--- src/rtl/ppsf_pkg.sv ---
// Shared types, constants and the colour replication function for the span fill block.
// No dependencies; imported by every module of the block.
package ppsf_pkg;

	localparam int WORD_BITS      = 32;
	localparam int WORD_LSB       = 5;   // log2 of WORD_BITS
	localparam int MAX_SPAN_WORDS = 64;
	localparam int SPAN_CNT_W     = 6;   // counts 0 .. MAX_SPAN_WORDS-1
	localparam int BIT_ADDR_W     = 36;  // bit address width of the datapath
	localparam int BYTE_SHIFT     = 3;
	localparam int MAX_DEPTH_LOG2 = 5;

	// configuration register indexes
	localparam logic [2:0] REG_LINE_BYTES  = 3'd0;
	localparam logic [2:0] REG_DEPTH_LOG2  = 3'd1;
	localparam logic [2:0] REG_VIRT_WIDTH  = 3'd2;
	localparam logic [2:0] REG_VIRT_HEIGHT = 3'd3;
	localparam logic [2:0] REG_FRAME_BASE  = 3'd4;

	typedef struct packed {
		logic                first;      // first word of the span
		logic                tail;       // word holds the span end
		logic [WORD_LSB-1:0] start_off;  // bit offset of the first pixel
		logic [WORD_LSB-1:0] end_off;    // bit offset of the last affected bit
	} mask_ctl_t;

	// mask the colour to the pixel depth and repeat it across the word
	function automatic logic [WORD_BITS-1:0] replicate(input logic [31:0] color,
		input logic [2:0] depth_log2);
		logic [WORD_BITS-1:0] pat;
		pat = '0;
		case (depth_log2)
			3'd0: pat = {32{color[0]}};
			3'd1: pat = {16{color[1:0]}};
			3'd2: pat = {8{color[3:0]}};
			3'd3: pat = {4{color[7:0]}};
			3'd4: pat = {2{color[15:0]}};
			3'd5: pat = color;
			default: pat = '0;
		endcase
		return pat;
	endfunction

endpackage

--- src/rtl/ppsf_add.sv ---
// Shared bit address adder, used for every address step and the word address increment.
// Depends on ppsf_pkg.
module ppsf_add
	import ppsf_pkg::*;
(
	input  logic [BIT_ADDR_W-1:0] a,
	input  logic [BIT_ADDR_W-1:0] b,
	output logic [BIT_ADDR_W-1:0] sum
);

	assign sum = a + b;

endmodule

--- src/rtl/ppsf_mask.sv ---
// Forms the bit mask and masked data of one word operation.
// Depends on ppsf_pkg.
module ppsf_mask
	import ppsf_pkg::*;
(
	input  mask_ctl_t            ctl,
	input  logic [WORD_BITS-1:0] pattern,
	output logic [WORD_BITS-1:0] mask,
	output logic [WORD_BITS-1:0] data
);

	localparam logic [WORD_BITS-1:0] ONES = '1;

	logic [WORD_BITS-1:0] head_m;
	logic [WORD_BITS-1:0] tail_m;

	always_comb begin
		head_m = ctl.first ? (ONES << ctl.start_off) : ONES;
		tail_m = ctl.tail ? (ONES >> (WORD_LSB'(WORD_BITS - 1) - ctl.end_off)) : ONES;
		mask   = head_m & tail_m;
		data   = pattern & mask;
	end

endmodule

--- src/rtl/packed_pixel_span_fill.sv ---
// Top level of the packed pixel span fill: configuration registers, sequencer and outputs.
// Depends on ppsf_pkg, ppsf_add and ppsf_mask.
//
// One fill command is taken when start is high and busy is low. The block then works out the
// span's bit addresses (one multiply of line number and pitch, then four steps on one shared
// adder), and then gives one word operation per cycle. A command touches up to 64 words; the
// final word is on the outputs in the first cycle that busy is low again. Each result is on the
// outputs for exactly one cycle with result_valid high; the receiver cannot stall it. A command
// that is empty, clipped away or has an unsupported depth gives nothing and leaves busy low.
module packed_pixel_span_fill
	import ppsf_pkg::*;
(
	input  logic        clk,
	input  logic        arst_n,
	input  logic        cfg_we,
	input  logic [2:0]  cfg_index,
	input  logic [31:0] cfg_data,
	input  logic        start,
	output logic        busy,
	input  logic [11:0] span_x,
	input  logic [11:0] span_y,
	input  logic [11:0] span_width,
	input  logic [31:0] fill_color,
	input  logic        action,
	output logic        result_valid,
	output logic [29:0] word_address,
	output logic [31:0] word_data,
	output logic [31:0] bit_mask,
	output logic        xor_mode,
	output logic        last_word,
	output logic        span_cut
);

	typedef enum logic [2:0] {
		ST_IDLE,
		ST_MUL,
		ST_BASE,
		ST_XOFF,
		ST_END,
		ST_SIZE,
		ST_EMIT
	} state_t;

	state_t state_q;

	logic [15:0] line_bytes_q;
	logic [2:0]  depth_log2_q;
	logic [12:0] virt_width_q;
	logic [12:0] virt_height_q;
	logic [31:0] frame_base_q;

	logic [11:0]           x_q;
	logic [11:0]           y_q;
	logic [12:0]           wclip_q;
	logic [WORD_BITS-1:0]  pat_q;
	logic                  op_q;
	logic [27:0]           prod_q;
	logic [BIT_ADDR_W-1:0] acc_q;
	logic [BIT_ADDR_W-1:0] start_q;
	logic [BIT_ADDR_W-1:0] end_q;
	logic [29:0]           addr_q;
	logic [SPAN_CNT_W-1:0] k_q;
	logic [SPAN_CNT_W-1:0] lastk_q;
	logic                  cut_q;
	logic [WORD_LSB-1:0]   end_off_q;

	logic        rv_q;
	logic [29:0] wa_q;
	logic [31:0] wd_q;
	logic [31:0] bm_q;
	logic        xm_q;
	logic        lw_q;
	logic        sc_q;

	logic [BIT_ADDR_W-1:0] add_a;
	logic [BIT_ADDR_W-1:0] add_b;
	logic [BIT_ADDR_W-1:0] add_sum;
	logic                  accept;
	logic                  cmd_ok;
	logic [12:0]           avail;
	logic [12:0]           wclip_d;
	logic [12:0]           diff;
	logic                  cut_d;
	mask_ctl_t             mctl;
	logic [WORD_BITS-1:0]  mask_w;
	logic [WORD_BITS-1:0]  data_w;

	// configuration registers
	always_ff @(posedge clk or negedge arst_n) begin
		if (!arst_n) begin
			line_bytes_q  <= 16'd1024;
			depth_log2_q  <= 3'd3;
			virt_width_q  <= 13'd640;
			virt_height_q <= 13'd480;
			frame_base_q  <= '0;
		end else if (cfg_we) begin
			case (cfg_index)
				REG_LINE_BYTES:  line_bytes_q  <= cfg_data[15:0];
				REG_DEPTH_LOG2:  depth_log2_q  <= cfg_data[2:0];
				REG_VIRT_WIDTH:  virt_width_q  <= cfg_data[12:0];
				REG_VIRT_HEIGHT: virt_height_q <= cfg_data[12:0];
				REG_FRAME_BASE:  frame_base_q  <= cfg_data;
				default: ;
			endcase
		end
	end

	assign busy   = (state_q != ST_IDLE);
	assign accept = start && !busy;
	assign cmd_ok = (depth_log2_q <= 3'(MAX_DEPTH_LOG2)) && (span_width != '0)
		&& ({1'b0, span_x} < virt_width_q) && ({1'b0, span_y} < virt_height_q);
	assign avail   = virt_width_q - {1'b0, span_x};
	assign wclip_d = ({1'b0, span_width} > avail) ? avail : {1'b0, span_width};

	// operand selection for the shared adder
	always_comb begin
		add_a = '0;
		add_b = '0;
		case (state_q)
			ST_BASE: begin
				add_a = {1'b0, frame_base_q[31:2], 5'b0};
				add_b = BIT_ADDR_W'({prod_q, 3'b0});
			end
			ST_XOFF: begin
				add_a = acc_q;
				add_b = BIT_ADDR_W'(x_q) << depth_log2_q;
			end
			ST_END: begin
				add_a = start_q;
				add_b = BIT_ADDR_W'(wclip_q) << depth_log2_q;
			end
			ST_SIZE: begin
				add_a = end_q;
				add_b = '1;
			end
			ST_EMIT: begin
				add_a = BIT_ADDR_W'(addr_q);
				add_b = BIT_ADDR_W'(1);
			end
			default: ;
		endcase
	end

	ppsf_add u_add (
		.a   (add_a),
		.b   (add_b),
		.sum (add_sum)
	);

	assign diff  = add_sum[WORD_LSB +: 13] - start_q[WORD_LSB +: 13];
	assign cut_d = (diff >= 13'(MAX_SPAN_WORDS));

	always_comb begin
		mctl.first     = (k_q == '0);
		mctl.tail      = !cut_q && (k_q == lastk_q);
		mctl.start_off = start_q[WORD_LSB-1:0];
		mctl.end_off   = end_off_q;
	end

	ppsf_mask u_mask (
		.ctl     (mctl),
		.pattern (pat_q),
		.mask    (mask_w),
		.data    (data_w)
	);

	always_ff @(posedge clk or negedge arst_n) begin
		if (!arst_n) begin
			state_q <= ST_IDLE;
			rv_q    <= 1'b0;
			k_q     <= '0;
		end else begin
			rv_q <= 1'b0;
			case (state_q)
				ST_IDLE: begin
					if (accept && cmd_ok) begin
						state_q <= ST_MUL;
					end
				end
				ST_MUL: begin
					state_q <= ST_BASE;
				end
				ST_BASE: begin
					state_q <= ST_XOFF;
				end
				ST_XOFF: begin
					state_q <= ST_END;
				end
				ST_END: begin
					state_q <= ST_SIZE;
				end
				ST_SIZE: begin
					k_q     <= '0;
					state_q <= ST_EMIT;
				end
				ST_EMIT: begin
					rv_q <= 1'b1;
					k_q  <= k_q + 1'b1;
					if (k_q == lastk_q) begin
						state_q <= ST_IDLE;
					end
				end
				default: state_q <= ST_IDLE;
			endcase
		end
	end

	// datapath registers
	always_ff @(posedge clk) begin
		case (state_q)
			ST_IDLE: begin
				x_q     <= span_x;
				y_q     <= span_y;
				wclip_q <= wclip_d;
				pat_q   <= replicate(fill_color, depth_log2_q);
				op_q    <= action;
			end
			ST_MUL:  prod_q  <= 28'(y_q) * 28'(line_bytes_q);
			ST_BASE: acc_q   <= add_sum;
			ST_XOFF: start_q <= add_sum;
			ST_END:  end_q   <= add_sum;
			ST_SIZE: begin
				end_off_q <= add_sum[WORD_LSB-1:0];
				addr_q    <= start_q[WORD_LSB +: 30];
				cut_q     <= cut_d;
				lastk_q   <= cut_d ? SPAN_CNT_W'(MAX_SPAN_WORDS - 1) : diff[SPAN_CNT_W-1:0];
			end
			ST_EMIT: begin
				addr_q <= add_sum[29:0];
				wa_q   <= addr_q;
				wd_q   <= data_w;
				bm_q   <= mask_w;
				xm_q   <= op_q;
				lw_q   <= (k_q == lastk_q);
				sc_q   <= cut_q;
			end
			default: ;
		endcase
	end

	assign result_valid = rv_q;
	assign word_address = wa_q;
	assign word_data    = wd_q;
	assign bit_mask     = bm_q;
	assign xor_mode     = xm_q;
	assign last_word    = lw_q;
	assign span_cut     = sc_q;

	a_result_after_busy: assert property (@(posedge clk) disable iff (!arst_n)
		result_valid |-> $past(busy))
		else $error("result without a command in progress");

	a_mask_nonzero: assert property (@(posedge clk) disable iff (!arst_n)
		result_valid |-> (bit_mask != '0))
		else $error("word operation with empty mask");

	a_data_in_mask: assert property (@(posedge clk) disable iff (!arst_n)
		result_valid |-> ((word_data & ~bit_mask) == '0))
		else $error("data bits outside the mask");

	a_last_ends_busy: assert property (@(posedge clk) disable iff (!arst_n)
		(result_valid && last_word) |-> !busy || $past(accept))
		else $error("busy still high after the final word");

endmodule
--- config.mk ---
export PLATFORM = sky130hd
export DESIGN_NAME = packed_pixel_span_fill
export DESIGN_NICKNAME = d
export VERILOG_FILES = /design/src/rtl/ppsf_pkg.sv /design/src/rtl/ppsf_add.sv /design/src/rtl/ppsf_mask.sv /design/src/rtl/packed_pixel_span_fill.sv
export SDC_FILE = /design/constraint.sdc
export NUM_CORES = 1
export LEC_CHECK = 0
export BUFFER_PORTS_ARGS = -buffer_cell sky130_fd_sc_hd__buf_2
export CORE_MARGIN = 2
export CORE_UTILIZATION = 45
export DETAILED_ROUTE_END_ITERATION = 7
export RECOVER_POWER = 100
export SETUP_SLACK_MARGIN = 0.3
export SLEW_MARGIN = 20
export SYNTH_ARGS = -nofsm -noshare
export SYNTH_HDL_FRONTEND = slang
export SYNTH_SLANG_ARGS = --single-unit
--- constraint.sdc ---
create_clock -name clk -period 6.9 [get_ports clk]
set_input_delay 1.38 -clock clk [delete_from_list [all_inputs] [get_ports clk]]
set_output_delay 1.38 -clock clk [all_outputs]
set_load 0.01 [all_outputs]
Word level (Yosys, flattened, before mapping) --
Index checks and enable logic that the tools add are counted.
Operators by class: add/subtract/negate cells 5, bitwise gates (word level) 2, $mul 1, shift operators 4, equality and inequality tests 18, muxes and demuxes 12, $lt $le $gt $ge 5, reductions and logical operators 21
Operators with widths (count):
- $pmux W36 S5 | 2
- $pmux W32 S6 | 1
- $and A32 B32 Y32 | 2
- $mux W32 | 2
- $pmux W30 S2 | 1
- $add A36 B36 Y36 | 1
- $shl A12 B3 Y36 | 1
- $shl A13 B3 Y36 | 1
- $shl A32 B5 Y32 const A | 1
- $shr A32 B5 Y32 const A | 1
- $mul A12 B16 Y28 | 1
- $lt A12 B13 Y1 | 2
- $pmux W3 S7 | 1
- $eq A3 B2 Y1 const B | 6
- $eq A3 B3 Y1 const B | 6
- $ge A13 B7 Y1 const B | 1
- $gt A12 B13 Y1 | 1
- $sub A13 B12 Y13 | 1
- $sub A13 B13 Y13 | 1
- $mux W12 | 1
- $pmux W6 S2 | 1
- $reduce_and A2 Y1 | 6
- $reduce_bool A12 Y1 | 1
- $eq A3 B1 Y1 const B | 3
- 13 further kinds | 23
Storage, ports and cells: logic and storage cells 96, output and inout port bits 99, register bits 432

Logic depth before layout (Yosys ltp) --
depth after elaboration 7, mapped depth 25

By module --
A second synthesis with hierarchy kept.
Second synthesis, totals: cells, all modules 2486, area, all modules 27699.1 µm²
By module, submodules not included:
- packed_pixel_span_fill | instances 1, area an instance 24725.0 µm², cells an instance 2051
- ppsf_add | instances 1, area an instance 1989.4 µm², cells an instance 279
- ppsf_mask | instances 1, area an instance 984.7 µm², cells an instance 156

Worst setup path after synthesis --
Ideal clock, no wire load.
kind register -> output, from reg state_q[0], to out busy, stages on the path, launching flop included 5, slack -0.638 ns, arrival time 6.158 ns, buffers on the path 2, cells stage by stage dfrtp_1 -> clkbuf_1 -> buf_1 -> nor3_1 -> inv_1
On the way: longest elaborated chain between the ends 1
RTL lines:
- start: declaration | RTL line packed_pixel_span_fill.sv:44 | state_t state_q;
- start signal: assignment | RTL line packed_pixel_span_fill.sv:169 | state_q <= ST_IDLE;
- start signal: assignment | RTL line packed_pixel_span_fill.sv:177 | state_q <= ST_MUL;
- start signal: assignment | RTL line packed_pixel_span_fill.sv:181 | state_q <= ST_BASE;
- $reduce_bool A3 Y1 | RTL line packed_pixel_span_fill.sv:108 | assign busy = (state_q != ST_IDLE);
- end: declaration | RTL line packed_pixel_span_fill.sv:19 | output logic busy,
Every way passes these cells.

Final worst setup path --
from reg state_q[1], to reg lastk_q[1], data pin
On the way: longest elaborated chain between the ends 5, elaborated cells between the ends (all ways) 10
RTL lines:
- $eq A3 B3 Y1 or $eq A3 B2 Y1 (tied branches) | RTL line packed_pixel_span_fill.sv:119 | case (state_q)
- $pmux W36 S5 | RTL line packed_pixel_span_fill.sv:119
- $add A36 B36 Y36 * | RTL line ppsf_add.sv:11 | assign sum = a + b;
- net add_sum[16] | RTL line packed_pixel_span_fill.sv:77 | logic [BIT_ADDR_W-1:0] add_sum;
- $sub A13 B13 Y13 * | RTL line packed_pixel_span_fill.sv:150 | assign diff = add_sum[WORD_LSB +: 13] - start_q[WORD_LSB +: 13];
- $ge A13 B7 Y1 * | RTL line packed_pixel_span_fill.sv:151 | assign cut_d = (diff >= 13'(MAX_SPAN_WORDS));
- net cut_d | RTL line packed_pixel_span_fill.sv:83 | logic cut_d;
- end signal: assignment | RTL line packed_pixel_span_fill.sv:226 | lastk_q <= cut_d ? SPAN_CNT_W'(MAX_SPAN_WORDS - 1) : diff[SPAN_CNT_W-1:0];
- end: declaration | RTL line packed_pixel_span_fill.sv:63 | logic [SPAN_CNT_W-1:0] lastk_q;
The timed path passes the listed nets; every way through them passes the cells marked *. A chain may end at the register's enable or synchronous reset.

==> results.json <==
{
  "final_nets": 2940,
  "seq_area_frac_synth": 0.460,
  "synth.area.top_cells": "edfxtp_1 38%, fa_1 11%, dfrtp_1 7.1%",
  "synth_flop_cell": "edfxtp_1",
  "fp.dieW_um": 249,
  "yosysTopAreaCellShare": 0.381,
  "holdPathEnd": "xor_mode",
  "first_pass_iters": 8,
  "cp.arrival_ns": 6.51,
  "synth_top_family_by_area": "adder cells",
  "synth-compound-area-share": 0.112,
  "cp_max_fo": 15,
  "vias": 18700,
  "rsz0062_at_grt": "false",
  "coreArea_mm2": 0.0591,
  "grt_antenna_before_repair": 2,
  "synthDistinctLibCells": 87,
  "syn_avg_cell_area_um2": 11.4,
  "gp_congestion": 0.936,
  "fin_skew_ns": 0.0407,
  "cts_root_buf": "clkbuf_16",
  "crit_path_end_kind": "register",
  "holdPathStages": 0,
  "ff2ff_path_depth": 23,
  "postRouteAntennaNets": 0,
  "dp_hpwl_mm": 54.4,
  "synth_edf_count": 342,
  "cts_tree": "done",
  "outcome": "finished with violations",
  "wire_per_inst_um": 21.4,
  "ff2ff_setup_slack_ns": 0.72,
  "setup_tns_ns": 0,
  "start_util": 0.456,
  "grt_usage": 0.231,
  "cp-startpoint": "state_q[1]",
  "syn_area_mm2": 0.0270,
  "numPortBuffers": 206,
  "htree_num_levels": 2,
  "synth_nets": 2767,
  "insertion_delay_ns": 0.61,
  "clock_path_buffers": 3,
  "r2r_end": "lastk_q[1]",
  "netlist_instances": 2367,
  "grt_max_degree": 75,
  "max_freq_mhz": 162,
  "period_share": 0.896,
  "synth_top_area_cell": "edfxtp_1",
  "drive_gt1_frac": 0.117,
  "drtIter0Drc": 1421,
  "cp-start-kind": "register",
  "grt_pass1_vias": 18600,
  "hold_class": "register to register",
  "n_fill_cell": 5302,
  "cts_buffers": 48,
  "tightest_slew_ns": 3.86,
  "route.detailed.drc": 0,
  "ios": 207,
  "finalSetupViolCount": 0,
  "crit_type": "register to register",
  "die-area_mm2": 0.0619,
  "whs_ns": 0.434,
  "hp-start": "op_q",
  "vias_per_cell": 5.59,
  "hold_viol_final": 0,
  "grt_overflow_total": 0,
  "yosysMostFrequentCell": "edfxtp_1",
  "grt_pass1_wl_mm": 111,
  "synthAdderAreaFrac": 0.175,
  "cts.clk_slew.worst_paths_ns": 0.07,
  "drv_cap": 8,
  "synth_common_cells": "342 x edfxtp_1, 263 x nand2_1, 226 x inv_1",
  "ys_seq_elements": 427,
  "slew_violations": 316,
  "rows": 89,
  "violations": "capacitance limit, slew limit",
  "slew_headroom": -1.57,
  "muxShareOfSynthArea": 0.0700,
  "diodes": 0,
  "async_flop_share": 0.199,
  "cts.sinks": 427,
  "synth_simple_gate_area_frac": 0.109,
  "area_growth_pct": 12.1,
  "postLayoutCoreUtil": 0.511,
  "min_period_ns": 6.18,
  "routed_wl_mm": 71.9,
  "synth_xor_area_frac": 0.0265,
  "dieHeight_um": 249,
  "cp.required_ns": 7.23,
  "yosysWarnings": 0,
  "r2r_start": "state_q[1]"
}
==> worst max-delay path by stage <==
stage,end,cells past startpoint
final,lastk_q[1],23
after global routing,lastk_q[1],22
after CTS,lastk_q[1],21
after detailed placement,lastk_q[0],21
after global placement,lastk_q[0],21
after floorplan,lastk_q[1],23
==> cells by family (layout without fill, tap and decap cells) <==
family | Yosys count | in the layout
XOR/XNOR | 80 | 80
multiplexers | 177 | 177
adder cells (fa/ha/maj) | 292 | 292
flip-flops | 427 | 427
AND/OR/NAND/NOR | 612 | 612
AO/OA/AOI/OAI | 439 | 439
buffers and inverters | 339 | 552
other | 1 | 1
==> per-stage QoR <==
stage	instance area [µm²]	worst slack (ns)	instances
finish	30200	0.720	3353
global route	30200	0.197	3353
CTS	30500	0.511	3351
detailed placement	28800	0.576	3261
global placement	28800	0.902	3261
floorplan	27000	0.680	2367
==> state kept, by name (all words and copies together), names as in the netlist, 16 cells and up <==
signal and count:
pat_q 32, word_data 32, line_bytes_q 16, word_address 30
end_q 35, frame_base_q 30, acc_q 35, bit_mask 32
start_q 35, addr_q 30, prod_q 28
==> layer usage <==
metal / GRT usage / wire length [µm]
met5: 0 / 22
met4: 0.0457 / 1240
met3: 0.0325 / 3710
met2: 0.380 / 33800
met1: 0.329 / 33100
==> critical path: stages, from the launching register on <==
cell      delay [ns]
dfrtp_1         0.47
nand2b_1        0.24
nor2_1          0.22
buf_12          0.19
clkbuf_1        0.20
buf_4           0.28
nand2_1         0.08
mux2i_1         0.19
mux2i_1         0.13
o221ai_1        0.36
ha_1            0.35
and2_0          0.24
a221oi_2        0.33
o31ai_4         0.15
a31o_2          0.29
xor2_1          0.35
ha_1            0.38
nand3_1         0.11
o31ai_1         0.06
a221oi_1        0.27
o311ai_0        0.22
xnor3_1         0.26
nand4_1         0.24
or2_1           0.29
==> repair_timing <==
item                                    4_1_cts  5_1_grt
resized for setup                             0        8
endpoints found under the hold margin         0        0
hold buffers                                  0        0
buffers inserted                              0        2
endpoints found under the setup margin        0        7
==> cell usage in the layout (no fill, tap or decap), drive strengths merged, types with 8 or more instances in the layout <==
master | Yosys | layout
nand4 | 18 | 18
nand2b | 22 | 22
fa | 143 | 143
clkinv | 0 | 16
a21o | 33 | 33
a221o | 28 | 28
a21oi | 117 | 117
o21a | 18 | 18
o211ai | 10 | 10
xor2 | 31 | 31
clkbuf | 99 | 203
inv | 227 | 229
ha | 149 | 149
nor2b | 20 | 20
dfstp | 9 | 9
o221ai | 12 | 12
xnor2 | 48 | 48
and2 | 94 | 94
and3 | 9 | 9
o31ai | 8 | 8
mux2i | 84 | 84
dfrtp | 76 | 76
nand3 | 30 | 30
nor2 | 95 | 95
o21ai | 86 | 86
a211oi | 10 | 10
mux2 | 93 | 93
o21bai | 13 | 13
a22o | 25 | 25
a22oi | 24 | 24
or2 | 12 | 12
buf | 13 | 97
nor3 | 22 | 22
edfxtp | 342 | 342
nand2 | 263 | 263
==> area by class of cell <==
| cell class | instances | area [µm²] | share of cell area |
|---|---|---|---|
| Clock inverter | 25 | 330 | 0.0109 |
| Tap cell | 773 | 967 | 0.0320 |
| Sequential cell | 427 | 12400 | 0.411 |
| Multi-Input combinational cell | 1601 | 13300 | 0.439 |
| Clock buffer | 65 | 1330 | 0.0438 |
| Timing Repair Buffer | 235 | 1060 | 0.0352 |
| Inverter | 227 | 855 | 0.0283 |
Power is left out: the tool's default activity adds up to more than one toggle a clock period on the data nets, which glitch-free logic cannot reach.
